### src/sv/hvn_pkg.sv
// Shared types and constants of the heightmap vertex normal block.
`default_nettype none

package hvn_pkg;

    localparam int unsigned SCALE_W   = 16;
    localparam int unsigned MAP_W     = 13;
    localparam int unsigned CODE_W    = 8;
    localparam int unsigned POS_W     = 28;
    localparam int unsigned Q14_W     = 16;
    localparam int unsigned TEX_W     = 16;
    localparam int unsigned CFG_IDX_W = 8;

    // Register indexes of the configuration port.
    localparam logic [CFG_IDX_W-1:0] CFG_GRID_SCALE  = 8'd0;
    localparam logic [CFG_IDX_W-1:0] CFG_HEIGHT_GAIN = 8'd1;
    localparam logic [CFG_IDX_W-1:0] CFG_MAP_WIDTH   = 8'd2;
    localparam logic [CFG_IDX_W-1:0] CFG_MAP_HEIGHT  = 8'd3;

    localparam logic [SCALE_W-1:0] RST_GRID_SCALE  = 16'd256;
    localparam logic [SCALE_W-1:0] RST_HEIGHT_GAIN = 16'd256;
    localparam logic [MAP_W-1:0]   RST_MAP_SIZE    = 13'd4096;

    // Height scaling: (code * gain + 127) / 255 by reciprocal multiplication.
    localparam int unsigned PYX_W    = 24;
    localparam int unsigned PYR_W    = 25;
    localparam int unsigned PY_SHIFT = 32;
    localparam logic [PYR_W-1:0]  PY_RECIP = 25'd16843009;
    localparam logic [PYX_W-1:0]  PY_DIV   = 24'd255;
    localparam logic [PYX_W-1:0]  PY_RND   = 24'd127;

    localparam int unsigned TEX_DIV = 30;
    localparam int unsigned TEX_RND = 15;

    // Normal vector arithmetic.
    localparam int unsigned VMAG_W  = 25;
    localparam int unsigned SQ_W    = 50;
    localparam int unsigned SUM_W   = 52;
    localparam int unsigned ROOT_W  = 26;
    localparam int unsigned NUM_W   = 40;
    localparam int unsigned DQ_W    = 15;
    localparam int unsigned DCNT_W  = 4;
    localparam int unsigned FRAC_SH = 14;
    localparam logic [VMAG_W-1:0] VY_FACTOR = 25'd510;
    localparam logic [Q14_W-1:0]  UNIT_Q14  = 16'd16384;

    typedef enum logic [1:0] {
        COMP_X = 2'd0,
        COMP_Y = 2'd1,
        COMP_Z = 2'd2
    } t_comp;

    typedef struct packed {
        logic  load;
        logic  mul;
        logic  sq;
        logic  sum;
        logic  sq_init;
        logic  sq_step;
        logic  div_init;
        logic  div_step;
        logic  div_store;
        logic  out_load;
        t_comp comp;
    } t_cmd;

    typedef struct packed {
        logic sq_last;
        logic div_last;
    } t_sts;

endpackage

`default_nettype wire

### src/sv/hvn_ctrl.sv
// Sequencer that steps one vertex through the datapath.
`default_nettype none

module hvn_ctrl (
    input  wire logic          i_clk,
    input  wire logic          i_rst_n,
    input  wire logic          i_valid,
    output logic               o_stall,
    output logic               o_valid,
    input  wire logic          i_stall,
    output hvn_pkg::t_cmd      o_cmd,
    input  wire hvn_pkg::t_sts i_sts
);
    import hvn_pkg::*;

    typedef enum logic [9:0] {
        ST_IDLE    = 10'b0000000001,
        ST_MUL     = 10'b0000000010,
        ST_SQ      = 10'b0000000100,
        ST_SUM     = 10'b0000001000,
        ST_SQINIT  = 10'b0000010000,
        ST_SQSTEP  = 10'b0000100000,
        ST_DINIT   = 10'b0001000000,
        ST_DSTEP   = 10'b0010000000,
        ST_DSTORE  = 10'b0100000000,
        ST_OUT     = 10'b1000000000
    } t_state;

    t_state r_state, n_state;
    t_comp  r_comp, n_comp;
    logic   r_valid, n_valid;

    always_comb begin
        n_state = r_state;
        n_comp  = r_comp;
        n_valid = r_valid & i_stall;
        o_cmd   = '0;
        o_cmd.comp = r_comp;
        case (r_state)
            ST_IDLE: begin
                n_comp = COMP_X;
                if (i_valid) begin
                    o_cmd.load = 1'b1;
                    n_state    = ST_MUL;
                end
            end
            ST_MUL: begin
                o_cmd.mul = 1'b1;
                n_state   = ST_SQ;
            end
            ST_SQ: begin
                o_cmd.sq = 1'b1;
                n_state  = ST_SUM;
            end
            ST_SUM: begin
                o_cmd.sum = 1'b1;
                n_state   = ST_SQINIT;
            end
            ST_SQINIT: begin
                o_cmd.sq_init = 1'b1;
                n_state       = ST_SQSTEP;
            end
            ST_SQSTEP: begin
                o_cmd.sq_step = 1'b1;
                if (i_sts.sq_last) begin
                    n_state = ST_DINIT;
                end
            end
            ST_DINIT: begin
                o_cmd.div_init = 1'b1;
                n_state        = ST_DSTEP;
            end
            ST_DSTEP: begin
                o_cmd.div_step = 1'b1;
                if (i_sts.div_last) begin
                    n_state = ST_DSTORE;
                end
            end
            ST_DSTORE: begin
                o_cmd.div_store = 1'b1;
                case (r_comp)
                    COMP_X: begin
                        n_comp  = COMP_Y;
                        n_state = ST_DINIT;
                    end
                    COMP_Y: begin
                        n_comp  = COMP_Z;
                        n_state = ST_DINIT;
                    end
                    default: begin
                        n_comp  = COMP_X;
                        n_state = ST_OUT;
                    end
                endcase
            end
            ST_OUT: begin
                if (!r_valid || !i_stall) begin
                    o_cmd.out_load = 1'b1;
                    n_valid        = 1'b1;
                    n_state        = ST_IDLE;
                end
            end
            default: begin
                n_state = ST_IDLE;
            end
        endcase
    end

    always_ff @(posedge i_clk) begin
        if (!i_rst_n) begin
            r_state <= ST_IDLE;
            r_comp  <= COMP_X;
            r_valid <= 1'b0;
        end else begin
            r_state <= n_state;
            r_comp  <= n_comp;
            r_valid <= n_valid;
        end
    end

    assign o_stall = (r_state != ST_IDLE);
    assign o_valid = r_valid;

endmodule

`default_nettype wire

### config.mk
export PLATFORM = sky130hd
export DESIGN_NAME = hvn_ctrl
export DESIGN_NICKNAME = d
export VERILOG_FILES = /design/src/sv/hvn_pkg.sv /design/src/sv/hvn_ctrl.sv
export SDC_FILE = /design/constraint.sdc
export NUM_CORES = 1
export LEC_CHECK = 0
export ABC_AREA = 1
export BUFFER_PORTS_ARGS = -buffer_cell sky130_fd_sc_hd__buf_2
export CAP_MARGIN = 10
export CELL_PAD_IN_SITES_DETAIL_PLACEMENT = 1
export CELL_PAD_IN_SITES_GLOBAL_PLACEMENT = 2
export CORE_MARGIN = 2
export CORE_UTILIZATION = 24
export DETAILED_ROUTE_END_ITERATION = 10
export HOLD_SLACK_MARGIN = 0.08
export PLACE_DENSITY = 0.73
export SLEW_MARGIN = 20
export SYNTH_ARGS = -nofsm -noshare
export SYNTH_HDL_FRONTEND = slang
export SYNTH_SLANG_ARGS = --single-unit
### constraint.sdc
create_clock -name i_clk -period 1.3 [get_ports i_clk]
set_input_delay 0 -clock i_clk [delete_from_list [all_inputs] [get_ports i_clk]]
set_output_delay 0 -clock i_clk [all_outputs]
set_load 0.02 [all_outputs]
### Yosys cells after proc, flatten, opt, wreduce, memory -nomap -nowiden

Cells that the tools add are included.

* multiplexer cells: 22
* bitwise logic cells: 1
* equal/unequal tests: 16
* reduce and logical (&&, ||, !) cells: 7

Operator list (number)
* 10-bit one-hot mux with 10 select lines: 1
* 10-bit two-way mux: 5
* 1-bit two-way mux: 14
* 10-bit by 1-bit == test with 1-bit output, second input constant: 1
* 10-bit == test, second input constant: 1
* 10-bit by 2-bit == test with 1-bit output, second input constant: 1
* 10-bit by 3-bit == test with 1-bit output, second input constant: 1
* 10-bit by 4-bit == test with 1-bit output, second input constant: 1
* 10-bit by 5-bit == test with 1-bit output, second input constant: 1
* 10-bit by 6-bit == test with 1-bit output, second input constant: 1
* 10-bit by 7-bit == test with 1-bit output, second input constant: 1
* 10-bit by 8-bit == test with 1-bit output, second input constant: 1
* 10-bit by 9-bit == test with 1-bit output, second input constant: 1
* 10-bit by 1-bit != test with 1-bit output, second input constant: 1
* 2-bit != test, second input constant: 4
* 2-bit one-hot mux with 2 select lines: 2
* 4-bit AND reduction: 1
* 2-bit by 1-bit == test with 1-bit output, second input constant: 1
* 1-bit zero test: 2
* 2-bit zero test: 1
* 2-bit nonzero test: 1
* 2-bit OR reduction: 1
* 1-bit bitwise AND: 1
* 1-bit logical OR: 1

* input port bits: 6
* bits in registers: 13
* output and inout port bits: 14
* logic and storage cells: 49

### Depth between registers and ports, before layout

Gate-level depths: netlist of the first run.

* depth in word-level cells: 4
* mapped depth: 9
* mapped depth without buffers: 9

### Worst setup path before layout of the first run

Ideal clock, no wire load.

* kind: flip-flop to flip-flop
* start: reg r_state[8]
* end: reg r_state[5]
* library setup time: 65 ps
* clock period less this slack: 1618 ps
* path buffers: 0
* slack: -318 ps
* arrival time: 1553 ps
* data required time: 1235 ps
* cell stages (with the launch flop): 6
* cells stage by stage: dfxtp_1 nor2_4 nand2_1 nor4_1 nor2_1 nor2_1

* longest elaborated chain between the ends: 3
* elaborated cells between the ends (all ways): 16
* classes of those cells: eq/ne (14); mux (1); reduce/logical (1)

Ends and longest elaborated chain
* start, declared: RTL line hvn_ctrl.sv:29 `t_state r_state, n_state;`
* start signal, assigned: RTL line hvn_ctrl.sv:115 `r_state <= n_state;`
* 10-bit == test (tied with other cells): RTL line hvn_ctrl.sv:39 `case (r_state)`
* 2-bit != test (no source line)
* 4-bit AND reduction (no source line)

Parallel ways exist; a longest one is shown, timed or not.
A chain may end at the register's enable or synchronous reset.

==> results of run 1 <==
[placed cells by master (no fill, tap or decap)]
| cell | synthesis | layout |
|---|---|---|
| o21ai_0 | 5 | 2 |
| nor2_2 | 5 | 3 |
| o21ai_2 | 0 | 1 |
| nor2_1 | 17 | 11 |
| nand2_2 | 3 | 5 |
| buf_6 | 0 | 19 |
| nor2_4 | 4 | 12 |
| dfxtp_2 | 0 | 9 |
| a21oi_1 | 4 | 2 |
| dfxtp_4 | 0 | 1 |
| o21ai_1 | 0 | 2 |
| a21oi_2 | 0 | 2 |
| buf_2 | 1 | 8 |
| nand3_2 | 4 | 8 |
| inv_1 | 27 | 18 |
| nand2_1 | 18 | 11 |
| buf_4 | 0 | 28 |
| clkinv_2 | 0 | 1 |
| dfxtp_1 | 13 | 3 |
| nand3_4 | 0 | 3 |
| inv_2 | 2 | 10 |
| dlygate4sd3_1 | 0 | 2 |
| clkbuf_4 | 0 | 3 |
| nand2_4 | 1 | 6 |
| nand3_1 | 14 | 7 |
| clkinv_4 | 0 | 1 |
| nand4_1 | 3 | 3 |
| nor4_4 | 0 | 2 |
| o211ai_1 | 1 | 1 |
[critical path: stages (launching register included)]
cell and delay [ns]:
dfxtp_2 0.35, nor2_4 0.17, nand2_1 0.13, buf_4 0.17, nor4_4 0.15, buf_4 0.19
[synth_stat cells, drive strengths merged]
cell type / number
a21oi: 4
buf: 1
dfxtp: 13
inv: 29
nand2: 22
nand3: 18
nand4: 3
nor2: 26
nor4: 2
o211ai: 1
o21ai: 5
[layout make-up]
cell class | instances | area, µm²
clock buffers | 3 | 22.52
clock inverters | 1 | 5.005
inverters | 29 | 113.9
flip-flops and latches | 13 | 275.3
multi-input cells | 81 | 628.1
fillers | 418 | 1698
well taps | 46 | 57.56
repair buffers | 57 | 484.2
[layer usage]
layer	routed length [µm]	up-vias	global-route usage
li1	-	511	-
met1	1212	489	0.1878
met2	1723	16	0.2813
met3	102	2	0.04555
met4	32	0	0.03647
met5	0	-	0
[sequential cells by signal (all words and copies together), names as in the netlist]
register  flops
r_state      10
r_comp        2
o_valid       1
[metrics by stage]
| stage | utilization | TNS, ns | cells | total power (µW) | cell area, µm² |
|---|---|---|---|---|---|
| floorplan | - | 0 | 124 | 1190 | 835.8 |
| global placement | 0.3406 | -0.1576 | 206 | 1608 | 1119 |
| detailed placement | 0.3406 | -0.2106 | 206 | 1617 | 1119 |
| CTS | 0.4312 | -1.561 | 222 | 2308 | 1416 |
| global route | 0.4830 | -3.859 | 230 | 2693 | 1587 |
| finish | 0.4830 | -2.074 | 230 | 2525 | 1587 |
[cell families (layout without fill, tap and decap cells)]
| group | after synthesis | count (layout) | share of synthesized area |
|---|---|---|---|
| AO/OA/AOI/OAI | 10 | 10 | 0.06522 |
| buffers and inverters | 30 | 90 | 0.1413 |
| flip-flops | 13 | 13 | 0.3230 |
| AND/OR/NAND/NOR | 71 | 71 | 0.4705 |
[worst paths after layout]
check                                 from    endpoint  depth (start not counted)  slack (ns)
worst min-delay path               i_valid  r_state[0]                          7        0.20
worst min register to register   r_comp[0]   r_comp[0]                          1        0.50
worst max-delay path            r_state[6]    o_cmd[7]                          5       -0.16
worst max register to register  r_state[6]  r_state[4]                          9       -0.16
[power breakdown]
group | internal, µW | switching [µW] | total [µW]
Sequential | 465 | 58.3 | 523
Combinational | 789 | 944 | 1730
Clock | 114 | 154 | 269
[timing repair]
action,CTS,global route
cloned,0,0
hold endpoints to repair,11,0
endpoints found under the setup margin,21,23
setup buffers,11,9
pin swaps,18,16
resized for setup,60,34
hold buffers,2,0
==> impl_metrics.py, run 1 <==
metrics = {
    "sta": {
        "period_needed_ns": 1.458,
        "tightest_slew_ns": 0.2663,
        "period_share": 1.121,
        "setup_viol": 22,
        "fin_hold_ws_ns": 0.2005,
        "grt_setup_unrepaired": "yes",
        "hold_viol": 0,
        "final_max_slew_viol_count": 0,
        "fmax_mhz": 685.9,
        "fin_ws_ns": -0.1579,
        "slew_headroom": 0.8221,
        "clock_skew_ns": 0.006159,
    },
    "floorplan": {
        "core_area_mm2": 0.003284,
        "dieArea_mm2": 0.003837,
        "initial_core_util": 0.2453,
        "die_h_um": 61.94,
        "io-pin-count": 20,
        "die_w_um": 61.94,
        "row_count": 21,
    },
    "clock_tree": {
        "clk_pin_slew_ns": 0.09,
        "cts.sinks": 13,
        "cts_root_buffer": "clkbuf_4",
        "clockBufferDepth": 2,
        "cts_max_level": 1,
        "cts_tree": "done",
        "cts_buffers": 3,
        "clock_latency_ns": 0.29,
    },
    "worst_setup_path": {
        "path_max_fanout": 3,
        "cp.arrival_ns": 1.46,
        "worstSetupPathType": "reg2out",
        "crit_path_end_kind": "output port",
        "startpoint_type": "register",
        "cp.required_ns": 1.30,
    },
    "cells_and_area": {
        "diodes": 0,
        "drive_above_1_share": 0.6630,
        "finalNetCount": 191,
        "syn2layout_area_growth_pct": 96.89,
    },
    "detailed_routing": {
        "viasPerCell": 4.426,
        "wl_um": 3071,
        "vias": 1018,
        "drc": 0,
        "routedWlPerCell_um": 13.35,
        "antenna_left": 0,
        "drtIter0Drc": 34,
        "first_pass_iters": 4,
    },
    "power_and_ir_drop": {
        "p_per_area_mw_per_mm2": 1591,
        "ir_drop_v": 0.0006167,
        "leakage_uw": 0.0007956,
    },
    "placed_design": {
        "place_congestion": 0.8245,
        "dp_hpwl_um": 2017,
        "port_buffers": 19,
        "pre_cts_slack_ns": -0.07178,
    },
    "synthesis": {
        "yosysWarnings": 0,
        "yosysTopAreaCellShare": 0.3230,
        "syn_nets": 130,
        "yosys_register_bits": 13,
        "synth_area_leader_cell": "dfxtp_1",
        "ys_top_cells_by_area": "dfxtp_1 (32%), inv_1 (13%), nand3_1 (8.7%), nand2_1 (8.4%), nor2_1 (7.9%)",
        "syn-cell-area_um2": 805.8,
        "post_synth.cell_area_avg_um2": 6.498,
        "yosysUniqueCellTypes": 17,
        "synthCells": 124,
        "ys_seq_area_frac": 0.3230,
    },
    "global_route": {
        "grt_use_total": 0.1586,
        "grt_max_degree": 12,
        "overflow": 0,
        "grt_antenna_before_repair": 0,
        "grt_pass1_vias": 992,
        "grt_pass1_wl_um": 4374,
    },
    "worst_hold_path": {
        "hold_path.class": "in2reg",
    },
    "run": {
        "drv_cap": 0,
    },
    "status": {
        "violations": "negative setup slack",
        "run_status": "finished, violations left",
    },
}
Note: power is estimated with default switching activity, not from simulation.
==> run 2: changes to the inputs <==
--- a/config.mk
+++ b/config.mk
@@ -13,6 +13,7 @@
 export CORE_MARGIN = 2
 export CORE_UTILIZATION = 24
 export DETAILED_ROUTE_END_ITERATION = 10
+export GPL_TIMING_DRIVEN = 0
 export HOLD_SLACK_MARGIN = 0.08
 export PLACE_DENSITY = 0.73
 export SLEW_MARGIN = 20
==> constraint.sdc (replaced) <==
create_clock -name i_clk -period 1.2 [get_ports i_clk]
set_input_delay 0 -clock i_clk [delete_from_list [all_inputs] [get_ports i_clk]]
set_output_delay 0 -clock i_clk [all_outputs]
set_load 0.02 [all_outputs]
==> impl_metrics.py, run 2 (synthesis results as in run 1) <==
metrics = {
    "status": {
        "run_status": "finished, violations left",
        "violations": "negative setup slack",
    },
    "clock_tree": {
        "cts_tree": "done",
        "cts_buffers": 3,
        "cts_root_buffer": "clkbuf_4",
        "clock_latency_ns": 0.30,
        "cts.sinks": 13,
        "cts_max_level": 1,
        "clockBufferDepth": 2,
        "clk_pin_slew_ns": 0.10,
    },
    "worst_setup_path": {
        "worstSetupPathType": "reg2out",
        "cp.arrival_ns": 1.46,
        "crit_path_end_kind": "output port",
        "path_max_fanout": 3,
        "cp.required_ns": 1.20,
        "startpoint_type": "register",
    },
    "placed_design": {
        "dp_hpwl_um": 1828,
        "port_buffers": 19,
        "placed_area_um2": 994.7,
        "place_congestion": 0.8013,
        "dp_cells": 189,
    },
    "global_route": {
        "grt_max_degree": 11,
        "grt_pass1_vias": 896,
        "grt_antenna_before_repair": 0,
        "grt_pass1_wl_um": 4077,
        "grt_use_total": 0.1513,
        "overflow": 0,
    },
    "sta": {
        "slew_headroom": 0.8053,
        "hold_viol": 0,
        "fmax_mhz": 682.8,
        "tightest_slew_ns": 0.2914,
        "fin_setup_tns_ns": -4.727,
        "period_share": 1.220,
        "fin_ws_ns": -0.2645,
        "grt_setup_unrepaired": "yes",
        "setup_viol": 23,
        "period_needed_ns": 1.464,
        "clock_skew_ns": 0.005865,
        "final_max_slew_viol_count": 0,
    },
    "cells_and_area": {
        "diodes": 0,
        "largest_reg_flops": 10,
        "top_register": "r_state",
        "final_cell_mix": "buf_4 (21), inv_1 (20), nor2_4 (11), nor2_1 (11), nand2_1 (11)",
        "finalNetCount": 178,
        "syn2layout_area_growth_pct": 79.19,
        "drive_above_1_share": 0.6023,
        "finalInstanceArea_mm2": 0.001444,
        "layout.cells.non_filler": 217,
        "final_common_cell": "buf_4",
    },
    "detailed_routing": {
        "first_pass_iters": 3,
        "routedWlPerCell_um": 12.79,
        "vias": 969,
        "drc": 0,
        "viasPerCell": 4.465,
        "wl_um": 2775,
        "drtIter0Drc": 30,
        "antenna_left": 0,
    },
    "floorplan": {
        "io-pin-count": 20,
        "die_w_um": 61.94,
        "die_h_um": 61.94,
        "dieArea_mm2": 0.003837,
        "initial_core_util": 0.2453,
        "core_area_mm2": 0.003284,
        "row_count": 21,
    },
    "worst_hold_path": {
        "hold_path.class": "in2reg",
    },
    "power_and_ir_drop": {
        "power_uw": 2538,
        "leakage_uw": 0.0007222,
        "ir_drop_v": 0.0006863,
        "p_per_area_mw_per_mm2": 1758,
    },
    "run": {
        "drv_cap": 0,
    },
}
-- run 2: through the flow --
step	utilization	setup WS, ns	hold slack [ns]
floorplan	-	-0.01735	0.1453
global placement	0.3029	-0.2283	0.2652
detailed placement	0.3029	-0.2471	0.2704
CTS	0.3985	-0.2307	0.1007
global route	0.4396	-0.3592	0.1333
finish	0.4396	-0.2645	0.1030
-- run 2: layout make-up --
cell class / count / area [µm²]
Buffer: 1 / 5.005
Clock buffer: 4 / 26.28
Fill cell: 401 / 1841
Inverter: 29 / 113.9
Multi-Input combinational cell: 81 / 604.3
Sequential cell: 13 / 281.5
Tap cell: 46 / 57.56
Timing Repair Buffer: 43 / 355.3
-- run 2: where the power goes --
group / switching (µW) / internal (µW) / total [µW]
clock: 181 / 130 / 311
combinational: 959 / 696 / 1660
sequential: 66.4 / 505 / 571
total: 1210 / 1330 / 2540
-- run 2: routing by layer --
metal / share of wire / global-route usage
met5: 0 / 0
met2: 0.54 / 0.2545
met3: 0.015 / 0.03106
met4: 0.019 / 0.06383
met1: 0.43 / 0.1863
-- run 2: critical path, stage by stage (launching register included) --
cell and delay [ns]:
dfxtp_4 0.36, nor2_4 0.18, buf_4 0.15, nand2_4 0.06
nor4_4 0.23, buf_4 0.18
-- run 2: path summary, 6_finish.rpt --
check | startpoint | endpoint | slack (ns) | cells after the start
max | r_state[8] | o_cmd[7] | -0.26 | 5
min | i_valid | r_state[0] | 0.10 | 6
max reg2reg | r_state[8] | r_state[5] | -0.26 | 11
min reg2reg | r_comp[0] | r_comp[0] | 0.49 | 1
-- run 2: repair_timing --
| item | CTS | global route |
|---|---|---|
| setup buffers | 14 | 9 |
| pin swaps | 13 | 14 |
| gates resized for setup | 55 | 19 |
| setup endpoints to repair | 23 | 24 |
| hold endpoints to repair | 2 | 0 |
| hold buffers | 2 | 0 |
| gates cloned | 0 | 0 |
